===== src/hdl/mexp_pkg.sv =====
`default_nettype none
// ----------------------------------------------------------------------------
// mexp_pkg - shared types and constants for modular exponentiation
// Sequencer states, operation codes, field widths and reducer handshake.
// ----------------------------------------------------------------------------
package mexp_pkg;

	localparam int BASE_W    = 63;               // base and exponent field width
	localparam int CFG_W     = 31;               // modulus register field width
	localparam int RES_W     = 31;               // result field width
	localparam int RED_W     = 64;               // reducer dividend width
	localparam int RED_DIGIT = 4;                // dividend bits consumed per cycle
	localparam int RED_STEPS = RED_W / RED_DIGIT;
	localparam int RED_CNT_W = $clog2(RED_STEPS);

	localparam logic [CFG_W-1:0] MOD_RESET = 31'd998244353;

	localparam logic CMD_POWER   = 1'b0;
	localparam logic CMD_INVERSE = 1'b1;

	typedef enum logic [2:0] {
		S_IDLE,
		S_RED_START,
		S_WAIT,
		S_MUL,
		S_FINISH
	} seq_state_t;

	typedef enum logic [1:0] {
		OP_BASE,
		OP_ACC,
		OP_SQ
	} seq_op_t;

	typedef struct packed {
		logic start;
	} red_req_t;

	typedef struct packed {
		logic busy;
		logic done;
	} red_sts_t;

endpackage

`default_nettype wire


===== src/hdl/mexp_reduce.sv =====
`default_nettype none
// ----------------------------------------------------------------------------
// mexp_reduce - iterative modular reducer
// Computes value mod modulus by restoring reduction, several bits a cycle.
// ----------------------------------------------------------------------------
module mexp_reduce #(
	parameter int MOD_BITS = 31
) (
	input  wire logic                      clk,
	input  wire logic                      arst_n,
	input  wire mexp_pkg::red_req_t        req,
	input  wire logic [mexp_pkg::RED_W-1:0] value,
	input  wire logic [MOD_BITS-1:0]       mod_val,
	output      mexp_pkg::red_sts_t        sts,
	output      logic [MOD_BITS-1:0]       rem
);
	import mexp_pkg::*;

	logic [RED_W-1:0]     val_q;
	logic [MOD_BITS-1:0]  rem_q;
	logic [RED_CNT_W-1:0] cnt_q;
	logic                 busy_q;
	logic                 done_q;
	logic [MOD_BITS-1:0]  rem_step;

	// Shift in one dividend bit per step; the partial remainder stays below
	// the modulus, so a single compare and subtract keeps it reduced.
	always_comb begin
		logic [MOD_BITS:0] t;
		rem_step = rem_q;
		for (int k = 0; k < RED_DIGIT; k++) begin
			t = {rem_step, val_q[RED_W-1-k]};
			if (t >= {1'b0, mod_val}) begin
				t = t - {1'b0, mod_val};
			end
			rem_step = t[MOD_BITS-1:0];
		end
	end

	always_ff @(posedge clk or negedge arst_n) begin
		if (!arst_n) begin
			busy_q <= 1'b0;
			done_q <= 1'b0;
			cnt_q  <= '0;
		end else begin
			done_q <= 1'b0;
			if (req.start) begin
				busy_q <= 1'b1;
				cnt_q  <= RED_CNT_W'(RED_STEPS - 1);
			end else if (busy_q) begin
				cnt_q <= cnt_q - 1'b1;
				if (cnt_q == '0) begin
					busy_q <= 1'b0;
					done_q <= 1'b1;
				end
			end
		end
	end

	always_ff @(posedge clk) begin
		if (req.start) begin
			val_q <= value;
			rem_q <= '0;
		end else if (busy_q) begin
			val_q <= val_q << RED_DIGIT;
			rem_q <= rem_step;
		end
	end

	assign sts.busy = busy_q;
	assign sts.done = done_q;
	assign rem      = rem_q;

endmodule

`default_nettype wire


===== src/hdl/mexp_seq.sv =====
`default_nettype none
// ----------------------------------------------------------------------------
// mexp_seq - square-and-multiply sequencer
// Holds accumulator, running square and exponent; drives multiplier/reducer.
// ----------------------------------------------------------------------------
module mexp_seq #(
	parameter int EXP_BITS = 63,
	parameter int MOD_BITS = 31
) (
	input  wire logic                        clk,
	input  wire logic                        arst_n,
	input  wire logic                        in_valid,
	output      logic                        in_ready,
	input  wire logic                        command,
	input  wire logic [mexp_pkg::BASE_W-1:0] base_value,
	input  wire logic [mexp_pkg::BASE_W-1:0] exponent,
	input  wire logic [MOD_BITS-1:0]         mod_val,
	output      logic                        out_valid,
	input  wire logic                        out_ready,
	output      logic [mexp_pkg::RES_W-1:0]  result,
	output      mexp_pkg::red_req_t          red_req,
	output      logic [mexp_pkg::RED_W-1:0]  red_value,
	input  wire mexp_pkg::red_sts_t          red_sts,
	input  wire logic [MOD_BITS-1:0]         red_rem
);
	import mexp_pkg::*;

	seq_state_t state_q, state_d;
	seq_op_t    op_q, op_d;

	logic [BASE_W-1:0]     base_q;
	logic [EXP_BITS-1:0]   e_q;
	logic [EXP_BITS-1:0]   e_hi;
	logic [MOD_BITS-1:0]   acc_q;
	logic [MOD_BITS-1:0]   sq_q;
	logic [2*MOD_BITS-1:0] prod_q;
	logic [MOD_BITS-1:0]   mul_a;
	logic [RED_W-1:0]      inv_wide;
	logic [RES_W-1:0]      result_q;
	logic                  out_valid_q;
	logic                  mod_small;
	logic                  accept;
	logic                  finish_load;

	assign e_hi      = e_q >> 1;
	assign mod_small = (mod_val[MOD_BITS-1:1] == '0);
	assign inv_wide  = RED_W'(mod_val) - RED_W'(2);
	assign mul_a     = (op_q == OP_ACC) ? acc_q : sq_q;

	// next state
	always_comb begin
		state_d = state_q;
		op_d    = op_q;
		unique case (state_q)
			S_IDLE: begin
				if (in_valid) begin
					op_d    = OP_BASE;
					state_d = mod_small ? S_FINISH : S_RED_START;
				end
			end
			S_RED_START: begin
				state_d = S_WAIT;
			end
			S_WAIT: begin
				if (red_sts.done) begin
					unique case (op_q)
						OP_BASE: begin
							if (e_q == '0) begin
								state_d = S_FINISH;
							end else begin
								state_d = S_MUL;
								op_d    = e_q[0] ? OP_ACC : OP_SQ;
							end
						end
						OP_ACC: begin
							if (e_hi == '0) begin
								state_d = S_FINISH;
							end else begin
								state_d = S_MUL;
								op_d    = OP_SQ;
							end
						end
						OP_SQ: begin
							if (e_hi == '0) begin
								state_d = S_FINISH;
							end else begin
								state_d = S_MUL;
								op_d    = e_hi[0] ? OP_ACC : OP_SQ;
							end
						end
						default: begin
							state_d = S_FINISH;
						end
					endcase
				end
			end
			S_MUL: begin
				state_d = S_RED_START;
			end
			S_FINISH: begin
				if (!out_valid_q || out_ready) begin
					state_d = S_IDLE;
				end
			end
			default: begin
				state_d = S_IDLE;
			end
		endcase
	end

	// outputs
	always_comb begin
		in_ready      = 1'b0;
		red_req.start = 1'b0;
		finish_load   = 1'b0;
		unique case (state_q)
			S_IDLE:      in_ready      = 1'b1;
			S_RED_START: red_req.start = 1'b1;
			S_FINISH:    finish_load   = !out_valid_q || out_ready;
			default: begin
			end
		endcase
	end

	assign accept    = in_valid && in_ready;
	assign red_value = (op_q == OP_BASE) ? RED_W'(base_q) : RED_W'(prod_q);

	always_ff @(posedge clk or negedge arst_n) begin
		if (!arst_n) begin
			state_q     <= S_IDLE;
			op_q        <= OP_BASE;
			out_valid_q <= 1'b0;
		end else begin
			state_q <= state_d;
			op_q    <= op_d;
			if (finish_load) begin
				out_valid_q <= 1'b1;
			end else if (out_ready) begin
				out_valid_q <= 1'b0;
			end
		end
	end

	always_ff @(posedge clk) begin
		if (accept) begin
			base_q <= base_value;
			e_q    <= (command == CMD_INVERSE) ? inv_wide[EXP_BITS-1:0]
			                                   : exponent[EXP_BITS-1:0];
			acc_q  <= mod_small ? '0 : MOD_BITS'(1);
		end
		if (state_q == S_WAIT && red_sts.done) begin
			unique case (op_q)
				OP_BASE: sq_q <= red_rem;
				OP_ACC:  acc_q <= red_rem;
				OP_SQ: begin
					sq_q <= red_rem;
					e_q  <= e_hi;
				end
				default: begin
				end
			endcase
		end
		if (state_q == S_MUL) begin
			prod_q <= mul_a * sq_q;
		end
		if (finish_load) begin
			result_q <= RES_W'(acc_q);
		end
	end

	assign out_valid = out_valid_q;
	assign result    = result_q;

endmodule

`default_nettype wire


===== src/hdl/modular_exponentiation.sv =====
`default_nettype none
// A result needs one base reduction, one squaring per exponent bit below the highest set
// bit and one accumulate per set bit; a modulus below 2 skips all reductions and gives 0.
// Each modular multiply is a registered product reduced in the shared reducer,
// which retires 4 dividend bits a cycle; up to two run per exponent bit.
// Throughput: one item at a time; the next is taken once the result is registered.
// Reset: arst_n clears the sequencer and output valid and loads modulus 998244353.
// ----------------------------------------------------------------------------
// modular_exponentiation - base ^ exponent mod modulus
// Right-to-left square-and-multiply on one shared multiplier and reducer.
// Command inverse uses modulus - 2 as the exponent (Fermat inverse).
// ----------------------------------------------------------------------------
module modular_exponentiation #(
	parameter int EXP_BITS = 63,
	parameter int MOD_BITS = 31
) (
	input  wire logic                        clk,
	input  wire logic                        arst_n,
	// modulus configuration channel
	input  wire logic                        cfg_valid,
	output      logic                        cfg_ready,
	input  wire logic [mexp_pkg::CFG_W-1:0]  modulus,
	// input item channel
	input  wire logic                        in_valid,
	output      logic                        in_ready,
	input  wire logic                        command,
	input  wire logic [mexp_pkg::BASE_W-1:0] base_value,
	input  wire logic [mexp_pkg::BASE_W-1:0] exponent,
	// result channel
	output      logic                        out_valid,
	input  wire logic                        out_ready,
	output      logic [mexp_pkg::RES_W-1:0]  result
);
	import mexp_pkg::*;

	logic [MOD_BITS-1:0] modulus_q;
	red_req_t            red_req;
	red_sts_t            red_sts;
	logic [RED_W-1:0]    red_value;
	logic [MOD_BITS-1:0] red_rem;

	// Take modulus writes at any time; the host must write only while the block
	// is idle, which the block itself does not enforce. Only the low MOD_BITS bits are kept.
	assign cfg_ready = 1'b1;

	always_ff @(posedge clk or negedge arst_n) begin
		if (!arst_n) begin
			modulus_q <= MOD_RESET[MOD_BITS-1:0];
		end else if (cfg_valid && cfg_ready) begin
			modulus_q <= modulus[MOD_BITS-1:0];
		end
	end

	// Sequencer: reduce the base first, then walk the exponent from its low
	// end, multiplying the square into the accumulator on set bits and
	// squaring while higher set bits remain. Stop as soon as no set bit is
	// left, since the accumulator cannot change after that.
	mexp_seq #(
		.EXP_BITS (EXP_BITS),
		.MOD_BITS (MOD_BITS)
	) u_seq (
		.clk        (clk),
		.arst_n     (arst_n),
		.in_valid   (in_valid),
		.in_ready   (in_ready),
		.command    (command),
		.base_value (base_value),
		.exponent   (exponent),
		.mod_val    (modulus_q),
		.out_valid  (out_valid),
		.out_ready  (out_ready),
		.result     (result),
		.red_req    (red_req),
		.red_value  (red_value),
		.red_sts    (red_sts),
		.red_rem    (red_rem)
	);

	// Shared reducer: serves the base reduction and every product reduction.
	mexp_reduce #(
		.MOD_BITS (MOD_BITS)
	) u_reduce (
		.clk     (clk),
		.arst_n  (arst_n),
		.req     (red_req),
		.value   (red_value),
		.mod_val (modulus_q),
		.sts     (red_sts),
		.rem     (red_rem)
	);

endmodule

`default_nettype wire

===== config.mk =====
export PLATFORM = sky130hd
export DESIGN_NAME = modular_exponentiation
export DESIGN_NICKNAME = d
export VERILOG_FILES = /design/src/hdl/mexp_pkg.sv /design/src/hdl/mexp_reduce.sv /design/src/hdl/mexp_seq.sv /design/src/hdl/modular_exponentiation.sv
export SDC_FILE = /design/constraint.sdc
export NUM_CORES = 2
export LEC_CHECK = 0
export ABC_CLOCK_PERIOD_IN_PS = 14900
export BUFFER_PORTS_ARGS = -buffer_cell sky130_fd_sc_hd__buf_2
export CAP_MARGIN = 20
export CORE_ASPECT_RATIO = 2
export CORE_MARGIN = 10
export CORE_UTILIZATION = 65
export CTS_BUF_LIST = sky130_fd_sc_hd__clkbuf_8 sky130_fd_sc_hd__clkbuf_16
export DETAILED_ROUTE_END_ITERATION = 6
export PLACE_DENSITY = 0.82
export SYNTH_ARGS = -nofsm -noshare
export SYNTH_HDL_FRONTEND = slang
export SYNTH_SLANG_ARGS = --single-unit

===== constraint.sdc =====
create_clock -name clk -period 14.9 [get_ports clk]
set_input_delay 0.745 -clock clk [delete_from_list [all_inputs] [get_ports clk]]
set_output_delay 0.745 -clock clk [all_outputs]
set_load 0.02 [all_outputs]

==> metrics.cfg <==
[critical_path]
critPathRequiredTime_ns = 15.45
cp-start-kind = register
crit_slowest_cell = and2_1
path_max_fanout = 14
endpoint_kind = register
critical_path_class = reg2reg
worst-endpoint-arrival_ns = 14.22
cp_slowest_stage_delay_ns = 0.77
crit_top_cell = ha_1

[job]
max_cap_viol_count = 0

[clock_tree]
post_cts.repair.setup_buffers = 0
cts_num_sinks = 419
cts_buffers = 41
cts_resized = 0
cts-htree-levels = 2
cts_tree = done
clk_path_buf_depth = 3
path_clk_slew_ns = 0.07
ctsRootBufferMaster = clkbuf_16
holdBufCountCts = 0
clkLatencyLatePin_ns = 0.63

[yosys]
ys_warn_count = 0
synth_seq_cells = 419
synth_edf_count = 251
avgSynthCellArea_sq_um = 9.115
synth_nets = 7414
syn_area_sq_um = 54920
synth-main-ff-cell = edfxtp_1
ys_seq_area_share_pct = 20.26
synth_cell_type_count = 91
syn_inst = 6025
async_flop_share_pct = 10.26

[timing]
tightestPinTransition_ns = 1.133
tns_ns = 0
max_freq_mhz = 73.18
slew_viol_final = 0
clock_skew_ns = 0.02825
slew_headroom_pct = 23.90
finalCritPeriodShare_pct = 91.71
rsz0062_at_grt = false
setup_viol = 0
min_period_ns = 13.66
hold_viol = 0

[grt]
grt_pass1_vias = 50792
grt_max_degree = 120
top_usage_layer = met2
grt.overflow.total = 0
grt_pass1_wl_um = 307600
antenna_found_initial = 18
use_met2_pct = 71.92
grt_use_met3_pct = 14.10
grt_use_total_pct = 43.47
use_met1_pct = 39.55

[layout]
drive_gt1_share_pct = 9.194
fillers = 6418
nets = 7502
final_common_cell = nand2_1
mostFrequentLayoutCells = 1005 x nand2_1, 983 x inv_1, 841 x fa_1
final_util_pct = 70.28
syn_to_final_growth_pct = 7.119
instances_no_fill = 7224

[route]
first_pass_iters = 7
routed_wl_um = 206100
dr_total_vias = 46889
wl_per_cell_um = 28.53
routed_via_density = 6.491
detail_route.iter0.violations = 4657
remaining_drc_errors = 35
drtAntennaViolNets = 0

[placement]
numPlacedInstances = 7130
globalplace.congestion = 1.107
place_hpwl_um = 153400
port_buffers = 195

[worst_hold_path]
hp-class = in2async

[outcome]
violations = design-rule violations
status = finished with violations

[die]
dieArea_sq_um = 97230
ios = 197
initial_core_util_pct = 65.61
die_h_um = 431.1
core_sq_um = 83710
rows = 150
die_x_um = 225.5

-- per-layer routing --
layer  vias to the layer above  wire (um)  share of wire, %
li1                      19499          -                 -
met1                     22584      56370                27
met2                      3241      99760                48
met3                      1557      21400                10
met4                         8      28540                14
met5                         -         45             0.022
-- stage by stage --
step                      instance area [sq um]  setup slack, ns  hold WS, ns
after floorplan                           54920            3.781       0.4246
after detailed placement                  57350            1.561       0.4596
final                                     58830            1.236       0.2939
after global routing                      58800           0.8134       0.2968
after global placement                    57350            1.745       0.4467
after CTS                                 58760            1.517       0.2903
-- cell type report --
class | instances | area [sq um] | area share [%]
multi-input cells | 4301 | 38910 | 66.14
clock buffers | 46 | 1106 | 1.880
clock inverters | 29 | 300.3 | 0.5104
repair buffers | 369 | 2336 | 3.971
inverters | 981 | 3685 | 6.263
diodes | 15 | 37.54 | 0.06380
well taps | 1064 | 1331 | 2.263
flip-flops and latches | 419 | 11120 | 18.91
-- worst paths after layout --
| kind | from | to | slack [ns] | cells past startpoint |
|---|---|---|---|---|
| worst max-delay path | modulus_q[0] | u_reduce.rem[1] | 1.24 | 46 |
| worst min-delay path | arst_n | modulus_q[13] | 0.29 | 1 |
| worst max register to register | modulus_q[0] | u_reduce.rem[1] | 1.24 | 46 |
| worst min register to register | u_seq.e_q[38] | u_seq.e_q[37] | 0.48 | 2 |
| max in group asynchronous | arst_n | u_reduce.cnt_q[2] | 13.92 | 1 |
| min in group clk | base_value[55] | u_seq.base_q[55] | 0.30 | 1 |
-- state kept, by name (all words and copies together) (netlist names) --
register         cells
u_reduce.val_q      64
u_seq.base_q        63
u_seq.e_q           63
u_seq.prod_q        62
modulus_q           31
u_reduce.rem        31
u_seq.acc_q         31
u_seq.result        31
u_seq.sq_q          31
u_reduce.cnt_q       4
u_seq.state_q        3
u_seq.op_q           2
u_reduce.busy_q      1
u_reduce.done_q      1
u_seq.out_valid      1
-- cell families (layout without fill, tap and decap cells) --
family                   count (synthesis)  count (layout)  share of synthesized area [%]
buffers and inverters                 1305            1425                          9.022
XOR/XNOR                               172             172                          2.743
flip-flops                             419             419                          20.26
other                                    1              16                       0.006828
AO/OA/AOI/OAI                          959             959                          10.71
adder cells (fa/ha/maj)               1226            1226                          39.43
multiplexers                           181             181                          3.483
AND/OR/NAND/NOR                       1762            1762                          14.35
-- critical path, delay by kind of cell, from the launching register on --
family	cells	cell delay, ns
AND/OR/NAND/NOR	10	3.22
flip-flops	1	0.60
buffers and inverters	5	0.93
AO/OA/AOI/OAI	24	6.39
multiplexers	2	0.64
adder cells (fa/ha/maj)	5	1.75
-- synthesized netlist by cell type, drive strengths merged, types with 11 or more instances --
library cell | n | share of area (%)
a211oi | 30 | 0.45
a21boi | 11 | 0.15
a21o | 102 | 1.4
a21oi | 299 | 2.7
a311oi | 14 | 0.22
a31oi | 22 | 0.25
and2 | 185 | 2.1
and3 | 16 | 0.18
buf | 24 | 0.27
clkbuf | 300 | 2.1
dfrtp | 36 | 1.6
dfxtp | 125 | 4.6
edfxtp | 251 | 14
fa | 841 | 31
ha | 385 | 8.8
inv | 981 | 6.7
mux2 | 75 | 1.6
mux2i | 106 | 1.9
nand2 | 1009 | 6.9
nand2b | 31 | 0.35
nand3 | 68 | 0.64
nand4 | 42 | 0.48
nor2 | 229 | 1.6
nor2b | 60 | 0.68
nor3 | 38 | 0.35
nor4 | 33 | 0.39
o211ai | 15 | 0.22
o21a | 28 | 0.38
o21ai | 287 | 2.6
o21bai | 22 | 0.30
o22ai | 38 | 0.43
o31ai | 15 | 0.23
or3 | 12 | 0.14
xnor2 | 135 | 2.2
xor2 | 37 | 0.59
Power is left out: the tool's default activity adds up to more than one toggle a clock period on the data nets, which glitch-free logic cannot reach.
